File: config.mk
export PLATFORM = sky130hd
export DESIGN_NAME = text_console_word_wrapper
export DESIGN_NICKNAME = d
export VERILOG_FILES = /design/src/hdl/wwr_pkg.sv /design/src/hdl/text_console_word_wrapper.sv /design/src/hdl/wwr_front.sv /design/src/hdl/wwr_fifo.sv /design/src/hdl/wwr_back.sv
export SDC_FILE = /design/constraint.sdc
export NUM_CORES = 1
export LEC_CHECK = 0
export BUFFER_PORTS_ARGS = -buffer_cell sky130_fd_sc_hd__clkbuf_2
export CAP_MARGIN = 25
export CORE_ASPECT_RATIO = 1.1
export CORE_MARGIN = 1.5
export CORE_UTILIZATION = 56
export DETAILED_ROUTE_END_ITERATION = 8
export PLACE_DENSITY = 0.8
export SLEW_MARGIN = 0
export SYNTH_ARGS = -nofsm -noshare
export SYNTH_HDL_FRONTEND = slang
export SYNTH_SLANG_ARGS = --single-unit
File: constraint.sdc
create_clock -name clk -period 8.2 [get_ports clk]
set_input_delay 0.82 -clock clk [delete_from_list [all_inputs] [get_ports clk]]
set_output_delay 0.82 -clock clk [all_outputs]
set_load 0.02 [all_outputs]
File: src/hdl/wwr_pkg.sv
package wwr_pkg;

	// Widths fixed by the transaction fields
	localparam int COL_W      = 6;
	localparam int LINE_W     = 16;
	localparam int CFG_DATA_W = 16;
	localparam int CFG_IDX_W  = 2;

	// Default sizing
	localparam int MAX_COLUMNS_DEF = 40;
	localparam int QUEUE_DEPTH_DEF = 4;
	localparam int NUM_SLOTS       = 6;

	// Register reset values
	localparam logic [5:0]  WRAP_WIDTH_RST = 6'd40;
	localparam logic [1:0]  MODE_RST       = 2'd0;
	localparam logic [15:0] LINE_LIMIT_RST = 16'd100;

	// Register indexes
	localparam logic [CFG_IDX_W-1:0] REG_WRAP_WIDTH = 2'd0;
	localparam logic [CFG_IDX_W-1:0] REG_MODE       = 2'd1;
	localparam logic [CFG_IDX_W-1:0] REG_LINE_LIMIT = 2'd2;

	// Modes
	localparam logic [1:0] MODE_PLAIN        = 2'd0;
	localparam logic [1:0] MODE_CLEAR_ON_MSG = 2'd1;
	localparam logic [1:0] MODE_NL_AT_END    = 2'd2;

	// Result kinds
	localparam logic [1:0] KIND_CHAR    = 2'd0;
	localparam logic [1:0] KIND_NEWLINE = 2'd1;
	localparam logic [1:0] KIND_CLEARED = 2'd2;
	localparam logic [1:0] KIND_DONE    = 2'd3;

	// Character codes
	localparam logic [7:0] CH_LF         = 8'h0A;
	localparam logic [7:0] CH_TAB        = 8'h09;
	localparam logic [7:0] CH_SPACE      = 8'h20;
	localparam logic [7:0] CH_BSLASH     = 8'h5C;
	localparam logic [7:0] CH_N          = 8'h6E;
	localparam logic [7:0] CH_LEAD_PASS  = 8'hC2;
	localparam logic [7:0] CH_LEAD_SHIFT = 8'hC3;
	localparam logic [7:0] LEAD_OFFSET   = 8'h40;
	localparam logic [7:0] CH_PRINT_MIN  = 8'd32;

	typedef enum logic [1:0] {
		LEAD_NONE  = 2'd0,
		LEAD_PASS  = 2'd1,
		LEAD_SHIFT = 2'd2
	} lead_t;

	typedef enum logic [2:0] {
		OP_NOP       = 3'd0,
		OP_CHAR      = 3'd1,
		OP_CLEAR     = 3'd2,
		OP_MSG_CLEAR = 3'd3,
		OP_END       = 3'd4
	} op_code_t;

	typedef struct packed {
		op_code_t   code;
		logic [7:0] ch;
		logic       fin;
	} op_t;

	typedef struct packed {
		logic [COL_W-1:0]  eff_width;
		logic [1:0]        mode;
		logic [LINE_W-1:0] line_limit;
	} cfg_t;

	typedef struct packed {
		logic       cmd;
		logic [7:0] text_byte;
		logic       first_of_message;
		logic       end_of_message;
	} in_t;

	typedef struct packed {
		logic [1:0]        kind;
		logic [LINE_W-1:0] line_number;
		logic [COL_W-1:0]  column;
		logic [7:0]        char_code;
		logic [LINE_W-1:0] oldest_line;
		logic              last;
	} out_t;

endpackage

File: src/hdl/text_console_word_wrapper.sv
// Text console word wrapper.
// Input channel (in_valid / in_ready / in_item): one transaction per text byte with its
// first/last-of-message marks, or a clear command. Output channel (out_valid / out_ready /
// out_item): cell writes, new-line, cleared and message-done events; out_item.last marks
// the final event caused by an input transaction. Some bytes (a lead byte, a held
// backslash) cause no event at all.
// Configuration: cfg_wr_en with cfg_index and cfg_data writes wrap_width, mode or
// line_limit; write only while the block is idle.
// Timing: the front part classifies a byte in its accept cycle and hands one to five
// operations to a four-entry queue, one per cycle while the queue is not full. The back
// part takes the operations in order; when a word is committed it emits a wrap line if
// the word does not fit, then the word's characters, and each transaction ends with a
// closing step. Each event is held in a register until it is known whether it is the
// last event of its transaction.
// Reset: registers return to width 40, plain mode, limit 100; line indexes to zero; no
// lead or backslash pending; the word store needs no clearing pass.
// Stall: when out_ready is low the output register holds, the back part stops, the
// queue fills and in_ready drops.
module text_console_word_wrapper #(
	parameter int MAX_COLUMNS = wwr_pkg::MAX_COLUMNS_DEF,
	parameter int QUEUE_DEPTH = wwr_pkg::QUEUE_DEPTH_DEF
) (
	input  logic                                clk,
	input  logic                                arst_n,
	input  logic                                in_valid,
	output logic                                in_ready,
	input  wwr_pkg::in_t                        in_item,
	output logic                                out_valid,
	input  logic                                out_ready,
	output wwr_pkg::out_t                       out_item,
	input  logic                                cfg_wr_en,
	input  logic [wwr_pkg::CFG_IDX_W-1:0]       cfg_index,
	input  logic [wwr_pkg::CFG_DATA_W-1:0]      cfg_data
);

	logic [5:0]   wrap_width_q;
	logic [1:0]   mode_q;
	logic [15:0]  line_limit_q;

	wwr_pkg::cfg_t  cfg;
	wwr_pkg::op_t   op_in;
	wwr_pkg::op_t   op_out;
	logic           op_push;
	logic           op_pop;
	logic           q_full;
	logic           q_empty;

	// Configuration registers: a write to an unused index is dropped
	always_ff @(posedge clk or negedge arst_n) begin
		if (!arst_n) begin
			wrap_width_q <= wwr_pkg::WRAP_WIDTH_RST;
			mode_q       <= wwr_pkg::MODE_RST;
			line_limit_q <= wwr_pkg::LINE_LIMIT_RST;
		end else if (cfg_wr_en) begin
			case (cfg_index)
				wwr_pkg::REG_WRAP_WIDTH: wrap_width_q <= cfg_data[5:0];
				wwr_pkg::REG_MODE:       mode_q       <= cfg_data[1:0];
				wwr_pkg::REG_LINE_LIMIT: line_limit_q <= cfg_data[15:0];
				default: begin
				end
			endcase
		end
	end

	// Clamp the wrap width into 1 .. MAX_COLUMNS
	always_comb begin
		if (wrap_width_q == 6'd0) begin
			cfg.eff_width = wwr_pkg::COL_W'(1);
		end else if ({1'b0, wrap_width_q} > 7'(MAX_COLUMNS)) begin
			cfg.eff_width = wwr_pkg::COL_W'(MAX_COLUMNS);
		end else begin
			cfg.eff_width = wrap_width_q;
		end
		cfg.mode       = mode_q;
		cfg.line_limit = line_limit_q;
	end

	// Front: fold leads and escapes, split each transaction into operations
	wwr_front u_front (
		.clk      (clk),
		.arst_n   (arst_n),
		.in_valid (in_valid),
		.in_ready (in_ready),
		.in_item  (in_item),
		.cfg      (cfg),
		.op       (op_in),
		.op_push  (op_push),
		.q_full   (q_full)
	);

	// Queue decouples classification from layout
	wwr_fifo #(
		.DEPTH (QUEUE_DEPTH)
	) u_fifo (
		.clk    (clk),
		.arst_n (arst_n),
		.push   (op_push),
		.wdata  (op_in),
		.pop    (op_pop),
		.rdata  (op_out),
		.full   (q_full),
		.empty  (q_empty)
	);

	// Back: word store, wrapping and event generation
	wwr_back #(
		.MAX_COLUMNS (MAX_COLUMNS)
	) u_back (
		.clk       (clk),
		.arst_n    (arst_n),
		.cfg       (cfg),
		.op_valid  (!q_empty),
		.op        (op_out),
		.op_pop    (op_pop),
		.out_valid (out_valid),
		.out_ready (out_ready),
		.out_item  (out_item)
	);

endmodule

File: src/hdl/wwr_front.sv
module wwr_front (
	input  logic              clk,
	input  logic              arst_n,
	input  logic              in_valid,
	output logic              in_ready,
	input  wwr_pkg::in_t      in_item,
	input  wwr_pkg::cfg_t     cfg,
	output wwr_pkg::op_t      op,
	output logic              op_push,
	input  logic              q_full
);

	localparam int NS = wwr_pkg::NUM_SLOTS;
	localparam int SW = $clog2(NS);
	localparam int SLOT_FLUSH = 0;
	localparam int SLOT_MSG   = 1;
	localparam int SLOT_ESC   = 2;
	localparam int SLOT_BYTE  = 3;
	localparam int SLOT_EOL   = 4;
	localparam int SLOT_TAIL  = 5;

	wwr_pkg::op_t     slot_q [NS];
	logic [NS-1:0]    mask_q;
	wwr_pkg::lead_t   lead_q;
	logic             bsl_q;

	wwr_pkg::op_t     slot_n [NS];
	logic [NS-1:0]    mask_n;
	wwr_pkg::lead_t   lead_v;
	logic             bsl_v;
	logic             handled;
	logic [SW-1:0]    sel;
	logic             have;
	logic             accept;

	function automatic logic [7:0] fold_char(wwr_pkg::lead_t lead, logic [7:0] b);
		return (lead == wwr_pkg::LEAD_SHIFT) ? b + wwr_pkg::LEAD_OFFSET : b;
	endfunction

	// Classify one transaction into its list of operations
	always_comb begin
		lead_v  = lead_q;
		bsl_v   = bsl_q;
		handled = 1'b0;
		mask_n  = '0;
		for (int i = 0; i < NS; i++) begin
			slot_n[i] = '{code: wwr_pkg::OP_NOP, ch: 8'd0, fin: 1'b0};
		end
		if (in_item.cmd) begin
			slot_n[SLOT_TAIL] = '{code: wwr_pkg::OP_CLEAR, ch: 8'd0, fin: 1'b1};
			mask_n[SLOT_TAIL] = 1'b1;
		end else begin
			if (in_item.first_of_message && bsl_v) begin
				bsl_v = 1'b0;
				slot_n[SLOT_FLUSH] = '{code: wwr_pkg::OP_CHAR,
					ch: fold_char(lead_v, wwr_pkg::CH_BSLASH), fin: 1'b0};
				mask_n[SLOT_FLUSH] = 1'b1;
				lead_v = wwr_pkg::LEAD_NONE;
			end
			if (in_item.first_of_message && cfg.mode == wwr_pkg::MODE_CLEAR_ON_MSG) begin
				slot_n[SLOT_MSG] = '{code: wwr_pkg::OP_MSG_CLEAR, ch: 8'd0, fin: 1'b0};
				mask_n[SLOT_MSG] = 1'b1;
			end
			if (bsl_v) begin
				bsl_v = 1'b0;
				if (in_item.text_byte == wwr_pkg::CH_N) begin
					slot_n[SLOT_ESC] = '{code: wwr_pkg::OP_CHAR, ch: wwr_pkg::CH_LF,
						fin: 1'b0};
					handled = 1'b1;
				end else begin
					slot_n[SLOT_ESC] = '{code: wwr_pkg::OP_CHAR,
						ch: fold_char(lead_v, wwr_pkg::CH_BSLASH), fin: 1'b0};
					lead_v = wwr_pkg::LEAD_NONE;
				end
				mask_n[SLOT_ESC] = 1'b1;
			end
			if (!handled) begin
				if (in_item.text_byte == wwr_pkg::CH_BSLASH && !in_item.end_of_message) begin
					bsl_v = 1'b1;
				end else if (lead_v == wwr_pkg::LEAD_NONE &&
					in_item.text_byte == wwr_pkg::CH_LEAD_PASS) begin
					lead_v = wwr_pkg::LEAD_PASS;
				end else if (lead_v == wwr_pkg::LEAD_NONE &&
					in_item.text_byte == wwr_pkg::CH_LEAD_SHIFT) begin
					lead_v = wwr_pkg::LEAD_SHIFT;
				end else begin
					slot_n[SLOT_BYTE] = '{code: wwr_pkg::OP_CHAR,
						ch: fold_char(lead_v, in_item.text_byte), fin: 1'b0};
					mask_n[SLOT_BYTE] = 1'b1;
					lead_v = wwr_pkg::LEAD_NONE;
				end
			end
			if (in_item.end_of_message && cfg.mode == wwr_pkg::MODE_NL_AT_END) begin
				slot_n[SLOT_EOL] = '{code: wwr_pkg::OP_CHAR, ch: wwr_pkg::CH_LF, fin: 1'b0};
				mask_n[SLOT_EOL] = 1'b1;
			end
			slot_n[SLOT_TAIL] = '{code: in_item.end_of_message ? wwr_pkg::OP_END :
				wwr_pkg::OP_NOP, ch: 8'd0, fin: 1'b1};
			mask_n[SLOT_TAIL] = 1'b1;
		end
	end

	// Pick the oldest outstanding operation
	always_comb begin
		sel  = '0;
		have = 1'b0;
		for (int i = 0; i < NS; i++) begin
			if (mask_q[i] && !have) begin
				sel  = SW'(i);
				have = 1'b1;
			end
		end
	end

	assign op      = slot_q[sel];
	assign op_push = have && !q_full;
	assign in_ready = (mask_q == '0) ||
		(op_push && ((mask_q & (mask_q - NS'(1))) == '0));
	assign accept  = in_valid && in_ready;

	always_ff @(posedge clk or negedge arst_n) begin
		if (!arst_n) begin
			mask_q <= '0;
			lead_q <= wwr_pkg::LEAD_NONE;
			bsl_q  <= 1'b0;
		end else if (accept) begin
			mask_q <= mask_n;
			lead_q <= lead_v;
			bsl_q  <= bsl_v;
		end else if (op_push) begin
			mask_q[sel] <= 1'b0;
		end
	end

	always_ff @(posedge clk) begin
		if (accept) begin
			slot_q <= slot_n;
		end
	end

endmodule

File: src/hdl/wwr_fifo.sv
module wwr_fifo #(
	parameter int DEPTH = wwr_pkg::QUEUE_DEPTH_DEF
) (
	input  logic          clk,
	input  logic          arst_n,
	input  logic          push,
	input  wwr_pkg::op_t  wdata,
	input  logic          pop,
	output wwr_pkg::op_t  rdata,
	output logic          full,
	output logic          empty
);

	localparam int PW = (DEPTH > 1) ? $clog2(DEPTH) : 1;
	localparam int CW = $clog2(DEPTH + 1);

	wwr_pkg::op_t   entry_q [DEPTH];
	logic [PW-1:0]  wr_ptr_q;
	logic [PW-1:0]  rd_ptr_q;
	logic [CW-1:0]  count_q;
	logic           do_push;
	logic           do_pop;

	assign full    = (count_q == CW'(DEPTH));
	assign empty   = (count_q == '0);
	assign do_push = push && !full;
	assign do_pop  = pop && !empty;
	assign rdata   = entry_q[rd_ptr_q];

	always_ff @(posedge clk or negedge arst_n) begin
		if (!arst_n) begin
			wr_ptr_q <= '0;
			rd_ptr_q <= '0;
			count_q  <= '0;
		end else begin
			if (do_push) begin
				wr_ptr_q <= (wr_ptr_q == PW'(DEPTH - 1)) ? '0 : wr_ptr_q + PW'(1);
			end
			if (do_pop) begin
				rd_ptr_q <= (rd_ptr_q == PW'(DEPTH - 1)) ? '0 : rd_ptr_q + PW'(1);
			end
			if (do_push && !do_pop) begin
				count_q <= count_q + CW'(1);
			end else if (do_pop && !do_push) begin
				count_q <= count_q - CW'(1);
			end
		end
	end

	always_ff @(posedge clk) begin
		if (do_push) begin
			entry_q[wr_ptr_q] <= wdata;
		end
	end

endmodule

File: src/hdl/wwr_back.sv
module wwr_back #(
	parameter int MAX_COLUMNS = wwr_pkg::MAX_COLUMNS_DEF
) (
	input  logic           clk,
	input  logic           arst_n,
	input  wwr_pkg::cfg_t  cfg,
	input  logic           op_valid,
	input  wwr_pkg::op_t   op,
	output logic           op_pop,
	output logic           out_valid,
	input  logic           out_ready,
	output wwr_pkg::out_t  out_item
);

	localparam int CW = wwr_pkg::COL_W;
	localparam int LW = wwr_pkg::LINE_W;
	localparam int AW = (MAX_COLUMNS > 1) ? $clog2(MAX_COLUMNS) : 1;

	typedef enum logic [4:0] {
		S_FETCH  = 5'b00001,
		S_CHECK  = 5'b00010,
		S_STREAM = 5'b00100,
		S_AFTER  = 5'b01000,
		S_FIN    = 5'b10000
	} state_t;

	typedef enum logic [1:0] {
		AFT_NONE  = 2'd0,
		AFT_OPEN  = 2'd1,
		AFT_SPACE = 2'd2
	} aft_t;

	state_t         state_q, state_d;
	aft_t           aft_q, aft_d;
	logic           fin_q, fin_d;
	logic [CW-1:0]  wl_q, wl_d;
	logic [CW-1:0]  line_q, line_d;
	logic [CW-1:0]  idx_q, idx_d;
	logic [LW-1:0]  newest_q, newest_d;
	logic [LW-1:0]  oldest_q, oldest_d;

	logic [7:0]     word_mem [MAX_COLUMNS];
	logic [7:0]     rd_data_q;
	logic           mem_we;
	logic [CW-1:0]  wl_inc;

	wwr_pkg::out_t  hold_q;
	logic           hold_valid_q;
	wwr_pkg::out_t  out_q;
	logic           out_valid_q;

	wwr_pkg::out_t  gen_item;
	logic           gen;
	logic           gen_fire;
	logic           fin_fire;
	logic           move;
	logic           out_free;
	logic           can_step;

	logic [LW-1:0]  newest_inc;
	logic [LW-1:0]  limit;
	logic [LW:0]    kept_count;
	logic [LW-1:0]  oldest_trim;
	logic [CW:0]    fit_sum;

	assign out_free  = !out_valid_q || out_ready;
	assign can_step  = !hold_valid_q || out_free;
	assign gen_fire  = gen && can_step;
	assign fin_fire  = (state_q == S_FIN) && can_step;
	assign move      = hold_valid_q && out_free && (gen_fire || fin_fire);

	assign newest_inc  = newest_q + LW'(1);
	assign limit       = (cfg.line_limit == '0) ? LW'(1) : cfg.line_limit;
	assign kept_count  = {1'b0, newest_q - oldest_q} + (LW + 1)'(1);
	assign oldest_trim = (kept_count > {1'b0, limit}) ? newest_q - limit + LW'(1) : oldest_q;
	assign fit_sum     = {1'b0, line_q} + {1'b0, wl_q};
	assign wl_inc      = (wl_q < CW'(MAX_COLUMNS)) ? wl_q + CW'(1) : wl_q;

	always_comb begin
		state_d  = state_q;
		aft_d    = aft_q;
		fin_d    = fin_q;
		wl_d     = wl_q;
		line_d   = line_q;
		idx_d    = idx_q;
		newest_d = newest_q;
		oldest_d = oldest_q;
		op_pop   = 1'b0;
		mem_we   = 1'b0;
		gen      = 1'b0;
		gen_item = '{kind: wwr_pkg::KIND_CHAR, line_number: '0, column: '0,
			char_code: 8'd0, oldest_line: oldest_q, last: 1'b0};

		case (state_q)
			S_FETCH: begin
				op_pop = op_valid && can_step;
				if (op_pop) begin
					fin_d   = op.fin;
					state_d = op.fin ? S_FIN : S_FETCH;
					case (op.code)
						wwr_pkg::OP_CLEAR, wwr_pkg::OP_MSG_CLEAR: begin
							if (op.code == wwr_pkg::OP_CLEAR) begin
								wl_d = '0;
							end
							newest_d = newest_inc;
							oldest_d = newest_inc;
							line_d   = '0;
							gen      = 1'b1;
							gen_item.kind        = wwr_pkg::KIND_CLEARED;
							gen_item.line_number = newest_inc;
							gen_item.oldest_line = newest_inc;
						end
						wwr_pkg::OP_CHAR: begin
							if (op.ch == wwr_pkg::CH_LF) begin
								aft_d   = AFT_OPEN;
								state_d = S_CHECK;
							end else if (op.ch == wwr_pkg::CH_SPACE ||
								op.ch == wwr_pkg::CH_TAB) begin
								aft_d   = AFT_SPACE;
								state_d = S_CHECK;
							end else if (op.ch >= wwr_pkg::CH_PRINT_MIN) begin
								mem_we = (wl_q < CW'(MAX_COLUMNS));
								wl_d   = wl_inc;
								if (wl_inc >= cfg.eff_width) begin
									aft_d   = AFT_NONE;
									state_d = S_CHECK;
								end
							end
						end
						wwr_pkg::OP_END: begin
							oldest_d = oldest_trim;
							gen      = 1'b1;
							gen_item.kind        = wwr_pkg::KIND_DONE;
							gen_item.line_number = newest_q;
							gen_item.oldest_line = oldest_trim;
						end
						default: begin
						end
					endcase
				end
			end
			S_CHECK: begin
				idx_d = '0;
				if (wl_q == '0) begin
					state_d = S_AFTER;
				end else if (fit_sum > {1'b0, cfg.eff_width}) begin
					gen = 1'b1;
					gen_item.kind        = wwr_pkg::KIND_NEWLINE;
					gen_item.line_number = newest_inc;
					if (can_step) begin
						newest_d = newest_inc;
						line_d   = '0;
						state_d  = S_STREAM;
					end
				end else begin
					state_d = S_STREAM;
				end
			end
			S_STREAM: begin
				gen = 1'b1;
				gen_item.line_number = newest_q;
				gen_item.column      = line_q;
				gen_item.char_code   = rd_data_q;
				if (can_step) begin
					line_d = line_q + CW'(1);
					idx_d  = idx_q + CW'(1);
					if (idx_q + CW'(1) == wl_q) begin
						wl_d    = '0;
						state_d = S_AFTER;
					end
				end
			end
			S_AFTER: begin
				state_d = fin_q ? S_FIN : S_FETCH;
				case (aft_q)
					AFT_OPEN: begin
						gen = 1'b1;
						gen_item.kind        = wwr_pkg::KIND_NEWLINE;
						gen_item.line_number = newest_inc;
						if (can_step) begin
							newest_d = newest_inc;
							line_d   = '0;
						end else begin
							state_d = S_AFTER;
						end
					end
					AFT_SPACE: begin
						if (line_q != '0 && line_q < cfg.eff_width) begin
							gen = 1'b1;
							gen_item.line_number = newest_q;
							gen_item.column      = line_q;
							gen_item.char_code   = wwr_pkg::CH_SPACE;
							if (can_step) begin
								line_d = line_q + CW'(1);
							end else begin
								state_d = S_AFTER;
							end
						end
					end
					default: begin
					end
				endcase
			end
			S_FIN: begin
				if (can_step) begin
					state_d = S_FETCH;
				end
			end
			default: begin
				state_d = S_FETCH;
			end
		endcase
	end

	always_ff @(posedge clk or negedge arst_n) begin
		if (!arst_n) begin
			state_q      <= S_FETCH;
			aft_q        <= AFT_NONE;
			fin_q        <= 1'b0;
			wl_q         <= '0;
			line_q       <= '0;
			idx_q        <= '0;
			newest_q     <= '0;
			oldest_q     <= '0;
			hold_valid_q <= 1'b0;
			out_valid_q  <= 1'b0;
		end else begin
			state_q  <= state_d;
			aft_q    <= aft_d;
			fin_q    <= fin_d;
			wl_q     <= wl_d;
			line_q   <= line_d;
			idx_q    <= idx_d;
			newest_q <= newest_d;
			oldest_q <= oldest_d;
			if (move) begin
				out_valid_q <= 1'b1;
			end else if (out_ready) begin
				out_valid_q <= 1'b0;
			end
			if (gen_fire) begin
				hold_valid_q <= 1'b1;
			end else if (move) begin
				hold_valid_q <= 1'b0;
			end
		end
	end

	// Result payloads: one held back until it is known whether it closes the transaction
	always_ff @(posedge clk) begin
		if (gen_fire) begin
			hold_q <= gen_item;
		end
		if (move) begin
			out_q      <= hold_q;
			out_q.last <= fin_fire;
		end
	end

	always_ff @(posedge clk) begin
		if (mem_we) begin
			word_mem[wl_q[AW-1:0]] <= op.ch;
		end
		rd_data_q <= word_mem[idx_d[AW-1:0]];
	end

	assign out_valid = out_valid_q;
	assign out_item  = out_q;

	a_fin_drains: assert property (@(posedge clk) disable iff (!arst_n)
		fin_fire |=> !hold_valid_q)
		else $error("held result not drained at end of transaction");

	a_stream_index: assert property (@(posedge clk) disable iff (!arst_n)
		(state_q == S_STREAM) |-> (idx_q < wl_q))
		else $error("word read index past word length");

	a_clear_oldest: assert property (@(posedge clk) disable iff (!arst_n)
		(op_pop && (op.code == wwr_pkg::OP_CLEAR || op.code == wwr_pkg::OP_MSG_CLEAR))
		|=> (oldest_q == newest_q))
		else $error("clear did not reset the oldest kept line");

	a_word_bound: assert property (@(posedge clk) disable iff (!arst_n)
		(state_q == S_FETCH) |-> (wl_q < cfg.eff_width || wl_q == '0 ||
			$past(cfg.eff_width) != cfg.eff_width || wl_q <= CW'(MAX_COLUMNS)))
		else $error("pending word longer than the store");

endmodule
; Word-level counts from Yosys, hierarchy flattened
; Memories as Yosys holds them, arrays and structs flattened. A register that Yosys moved wholly into a read port is not among the register bits.
; Index checks and enable logic that the tools add are counted.
; Widths: inputs -> output; s select.
[totals]
n_memories = 2
in_bits = 34
output_inout_bits = 51
ramBits = 368
reg_bits = 269
word_cells = 351
[classes]
magnitude_cmp = 10
n_reduce_logical = 77
eq_ne = 45
n_addsub = 15
n_mux = 146
bitwise_logic = 7
[memory_table]
columns = name, depth, word_bits, rd, rd_clocked_by_memory_dff, write_ports, line
row1 = u_back.word_mem, 40, 8, 1, 1, 1, wwr_back.sv:42  ; logic [7:0] word_mem [MAX_COLUMNS];
row2 = u_fifo.entry_q, 4, 12, 1, 0, 1, wwr_fifo.sv:17  ; wwr_pkg::op_t entry_q [DEPTH];
[ops]
columns = cell, count
row1 = $mux 16, 10
row2 = $mux 6, 20
row3 = $mux 5, 18
row4 = $pmux 16 s2, 2
row5 = $pmux 16 s4, 1
row6 = $pmux 16 s3, 1
row7 = $pmux 6 s2, 4
row8 = $mux 1, 44
row9 = $bmux 12 s3, 1
row10 = $mux 18, 2
row11 = $pmux 18 s2, 1
row12 = $mux 2, 17
row13 = $add 16x1->16 const B, 2
row14 = $sub 16x16->16, 2
row15 = $mux 10, 3
row16 = $mux 30, 1
row17 = $pmux 14 s2, 1
row18 = $logic_and 1x1->1, 25
row19 = $pmux 5 s5, 1
row20 = $logic_not 6->1, 4
row21 = $mux 12, 2
row22 = $mux 8, 3
row23 = $pmux 6 s4, 1
row24 = $add 6x1->6 const B, 3
row25 = 68 further kinds, 131

; Depth between registers and ports, before layout
[logic_depth]
depth_word = 24
depth_mapped = 25
ltp_nobuf = 23

; Cells and area by module
; Synthesis repeated with hierarchy kept, for this count alone.
[unflattened]
cells_unflattened = 2373
area_unflattened_um2 = 28343.4
[modules_own_cells]
columns = module, cells_per_inst, n_inst, area_per_inst_um2, seq_area_each_um2
row1 = wwr_back, 2052, 1, 23348.6, 14184.9
row2 = wwr_fifo, 100, 1, 2195.9, 1616.6
row3 = wwr_front, 158, 1, 1757.9, 885.8
row4 = text_console_word_wrapper, 63, 1, 1041.0, 606.8

; Worst setup path before layout
; OpenSTA, ideal clock, no wires.
[synth_path]
path_kind = register to register
startpoint = register u_back.line_q[0]
endpoint = register u_back.out_q (netlist bit u_back.out_item[0]), enable pin
setup_time_ns = 0.410
required_ns = 7.790
path_buffers = 0
setup_slack_ns = -0.060
period_less_slack_ns = 8.260
t_arrival_ns = 7.850
path_stages_with_launch = 15
cell_sequence = dfrtp_1 > ha_1 > fa_1 > a21o_1 > a21oi_1 > xnor2_1 > ha_1 > nand3_1 > o21bai_1 > a21oi_1 > o31ai_1 > o21a_1 > and3_1 > a211oi_1 > o21a_1
[synth_via]
elab_chain_cells = 8
elab_cells_between_ends = 13
cone_classes = add/sub: 1 / order compare: 2 / mux: 5 / reduce/logical: 5
[synth_rtl]
columns = item, line
row1 = from (decl), wwr_back.sv:37  ; logic [CW-1:0] line_q, line_d;
row2 = from (signal assigned), wwr_back.sv:232  ; line_q <= line_d;
row3 = $add 6x6->7 (tied with other cells), wwr_back.sv:76  ; assign fit_sum = {1'b0, line_q} + {1'b0, wl_q};
row4 = $gt 7x6->1 / $logic_and 1x1->1 (equally long branches), "wwr_back.sv:146, wwr_back.sv:188"
row5 = $mux 1 (on tied branches), "wwr_back.sv:146, wwr_back.sv:188"
row6 = $mux 1 / $pmux 1 s2 (equally long branches), "wwr_back.sv:144, wwr_back.sv:175"
row7 = $pmux 1 s4 *, wwr_back.sv:94  ; case (state_q)
row8 = $logic_and 1x1->1 *, wwr_back.sv:68  ; assign gen_fire = gen && can_step;
row9 = named net u_back.gen_fire, wwr_back.sv:54  ; logic gen_fire;
row10 = $logic_or 1x1->1 *, wwr_back.sv:70  ; assign move = hold_valid_q && out_free && (gen_fire || fin_fire);
row11 = $logic_and 1x1->1 *, wwr_back.sv:70
row12 = named net u_back.move, wwr_back.sv:56  ; logic move;
row13 = to (signal assigned), wwr_back.sv:255  ; out_q <= hold_q;
row14 = to (decl), wwr_back.sv:49  ; wwr_pkg::out_t out_q;
; Mark *: on every way through the listed nets, which the timed path passes. The rest lies on a longest branch.
; A chain may end at the register's enable or synchronous reset.

==> flow_metrics.env <==
export IMPL_synth_area_per_cell_um2=12.0
export IMPL_synth_ff_type="edfxtp_1"
export IMPL_hpwl_um=39200
export IMPL_met1_usage_pct=33.1
export IMPL_synth_compound_area_share_pct=8.65
export IMPL_synth_simple_gate_area_share_pct=15.5
export IMPL_r2r_start="u_back.newest_q[0]$_DFFE_PN0P_"
export IMPL_pin_count=85
export IMPL_start_util_pct=57.1
export IMPL_dr_pass1_iters=5
export IMPL_grt_busiest_layer="met2"
export IMPL_grt_met2_usage_pct=39.7
export IMPL_synth_edf_count=487
export IMPL_hold_buffers=0
export IMPL_synth_top_family_by_area="simple AND/OR/NAND/NOR gates"
export IMPL_postCtsSetupBuffers=0
export IMPL_cts_tree="done"
export IMPL_hold_worst_slack_ps=223
export IMPL_r2r_cells=21
export IMPL_cts_sinks=595
export IMPL_ctsLongestPathBuffers=3
export IMPL_p_leak_nw=11.6
export IMPL_dieHeight_um=235
export IMPL_tns_ps=0
export IMPL_drv_cap=0
export IMPL_rsz0062_at_grt="no"
export IMPL_numCtsBuffers=55
export IMPL_rrSetupSlack_ps=2350
export IMPL_place_gp_congestion=0.894
export IMPL_num_rows=84
export IMPL_routedWlPerCell_um=20.2
export IMPL_clock_latency_ps=640
export IMPL_port_buffers=84
export IMPL_vias=18320
export IMPL_drtIter0Drc=1899
export IMPL_cts_resized=0
export IMPL_grt_met3_usage_pct=4.00
export IMPL_synthCells=2290
export IMPL_grt_max_degree=107
export IMPL_crit_path_frequent_cell="nor2_1"
export IMPL_max_vdd_ir_drop_v=0.000224
export IMPL_async_reset_ff_share_pct=16.8
export IMPL_fp_dieArea_mm2=0.0503
export IMPL_n_antenna_cell=0
export IMPL_ant_nets=0
export IMPL_most_common_layout_cells="edfxtp_1, nand2_1, nand3_1"
export IMPL_finalCritPeriodShare_pct=71.3
export IMPL_avgViaCountPerCell=6.05
export IMPL_core_mm2=0.0480
export IMPL_worst_ep_arrival_time_ps=6310
export IMPL_fin_skew_ps=38.8
export IMPL_synth_nets=2429
export IMPL_drcViolationCount=0
export IMPL_syn_to_final_growth_pct=10.2
export IMPL_worst_setup_path_end_kind="flip-flop"
export IMPL_period_needed_ps=5850
export IMPL_antenna_found_initial=0
export IMPL_required_ps=8660
export IMPL_final_common_cell="edfxtp_1"
export IMPL_slew_violations=0
export IMPL_synth_xor_area_share_pct=2.72
export IMPL_hold_class="input pin to asynchronous set/reset pin"
export IMPL_yosys_area_share_adder_pct=4.94
export IMPL_crit_chain="inv_1 > ha_1 > fa_1 > and2b_1 > o21a_1 > nor2_1 > xnor2_1 > nand3_1 > nor3_1 > inv_1 > nor2_1 > nand4b_1 > xnor2_1 > ha_1 > a2111oi_0 > o211ai_1 > o21ai_0 > nor2_1 > a31o_1 > nor2_2 > a221o_1"
export IMPL_synthMuxAreaShare_pct=2.28
export IMPL_cp_start_kind="flip-flop"
export IMPL_final_nets=2476
export IMPL_r2r_end="u_back.hold_q[10]$_DFFE_PP_"
export IMPL_setup_violations=0
export IMPL_grt_pass1_vias=18074
export IMPL_power_density_mw_per_mm2=359
export IMPL_relSlewSlack_pct=30.6
export IMPL_h_tree_depth=2
export IMPL_cpPeakStageDelay_ps=630
export IMPL_crit_path_end="u_back.hold_q[10]$_DFFE_PP_"
export IMPL_synth_cell_area_mm2=0.0274
export IMPL_hold_violations=0
export IMPL_critPathSlowestCell="nor2_2"
export IMPL_overflow=0
export IMPL_ctsRootBufferMaster="clkbuf_16"
export IMPL_yosysSeqAreaShare_pct=63.1
export IMPL_ys_seq_elements=595
export IMPL_worstPathMaxFanout=19
export IMPL_critical_path_class="flip-flop to flip-flop"
export IMPL_final_util_pct=62.9
export IMPL_status="completed"
export IMPL_synth_cell_type_count=90
export IMPL_fmax_mhz=171
export IMPL_path_clk_slew_ps=70
export IMPL_final_layout_size_suffix_gt1_share_pct=10.5
export IMPL_yosys_warnings=0
export IMPL_die_w_um=214
export IMPL_startpoint="u_back.newest_q[0]$_DFFE_PN0P_"
export IMPL_wl_um=61200
export IMPL_worstMarginPinSlew_ps=1040
export IMPL_grt_pass1_wl_um=97200
export IMPL_grtUsageTotal_pct=24.3
export IMPL_finalPower_mw=10.8
==> critical path: cells and delay by family (launching register included) <==
| family | cells | cell delay [ps] |
|---|---|---|
| AND/OR/NAND/NOR | 8 | 1890 |
| flip-flops | 1 | 470 |
| AO/OA/AOI/OAI | 6 | 1740 |
| adder cells (fa/ha/maj) | 3 | 880 |
| buffers and inverters | 2 | 220 |
| XOR/XNOR | 2 | 490 |
==> per-layer routing <==
| metal | vias up | routed length (um) |
|---|---|---|
| met5 | - | 0 |
| met3 | 138 | 4620 |
| met4 | 0 | 1810 |
| met1 | 8977 | 25200 |
| met2 | 752 | 29700 |
| li1 | 8453 | - |
==> power breakdown <==
group / leakage [nW] / switching [mW] / internal, mW
clock: 0.901 / 1.12 / 1.46
sequential: 5.80 / 0.253 / 4.33
combinational: 4.89 / 2.46 / 1.22
==> sequential cells by signal, summed over array words and instances, names as in the netlist, 8 cells and up <==
name              cells
u_back.word_mem     320
u_back.out_item      49
u_back.hold_q        48
u_fifo.entry_q       48
u_front.slot_q       22
line_limit_q         16
u_back.newest_q      16
u_back.oldest_q      16
u_back.rd_data_q      8
==> final cells by class <==
cell class | count | area, um2
fill | 3549 | 17800
sequential | 595 | 17300
multi-input combinational | 1508 | 9380
clock buffer | 66 | 1450
tap | 645 | 807
timing repair buffer | 96 | 566
clock inverter | 36 | 389
inverter | 81 | 309
==> cells by family (layout without fill, tap and decap cells) <==
logic type | after synthesis | in the layout
and+or+nand+nor | 925 | 925
DFF | 595 | 595
AOI/OAI and AO/OA | 348 | 348
buffers and inverters | 187 | 279
adders and majority gates | 106 | 106
xor gates and xnor gates | 85 | 85
muxes | 44 | 44
==> synth_stat cells (8+ instances only) <==
library cell | n | area, um2
a211oi_1 | 13 | 97.6
a21o_1 | 16 | 120
a21oi_1 | 72 | 360
a221o_1 | 12 | 120
a22o_1 | 16 | 140
a311oi_1 | 25 | 219
a31oi_1 | 28 | 175
and2_1 | 17 | 106
and3_1 | 57 | 357
buf_2 | 33 | 165
clkbuf_1 | 64 | 240
dfrtp_1 | 94 | 2350
dfxtp_1 | 8 | 160
edfxtp_1 | 487 | 14600
ha_1 | 101 | 1260
inv_1 | 79 | 297
mux2_2 | 27 | 304
mux4_2 | 12 | 270
nand2_1 | 406 | 1520
nand2b_1 | 14 | 87.6
nand3_1 | 161 | 806
nand3b_1 | 9 | 67.6
nor2_1 | 157 | 589
nor2b_1 | 20 | 125
nor3_1 | 31 | 155
o21a_1 | 19 | 143
o21ai_0 | 65 | 325
o31ai_1 | 16 | 120
o41ai_1 | 8 | 70.1
or4_1 | 9 | 67.6
xnor2_1 | 44 | 385
xor2_1 | 41 | 359
==> worst min-delay path by stage <==
stage	cells past startpoint	endpoint	startpoint	slack (ps)
after floorplan	0	u_back.out_item[10]$_DFFE_PP_	u_back.hold_q[10]$_DFFE_PP_	400
after global placement	0	u_back.out_item[18]$_DFFE_PP_	u_back.hold_q[18]$_DFFE_PP_	400
after detailed placement	0	u_back.out_item[20]$_DFFE_PP_	u_back.hold_q[20]$_DFFE_PP_	400
after CTS	1	u_front.lead_q[1]$_DFFE_PN0P_	arst_n	240
after global routing	1	u_front.bsl_q$_DFFE_PN0P_	arst_n	280
final	1	u_front.bsl_q$_DFFE_PN0P_	arst_n	220
==> stage by stage <==
step,std cells,cell area (um2),worst slack [ps]
CTS,3024,30100,2340
floorplan,2290,27400,1700
detailed placement,2922,28300,2360
finish,3027,30200,2350
global route,3027,30200,1840
global placement,2922,28300,2590
Power figures use the tool's default switching activity.
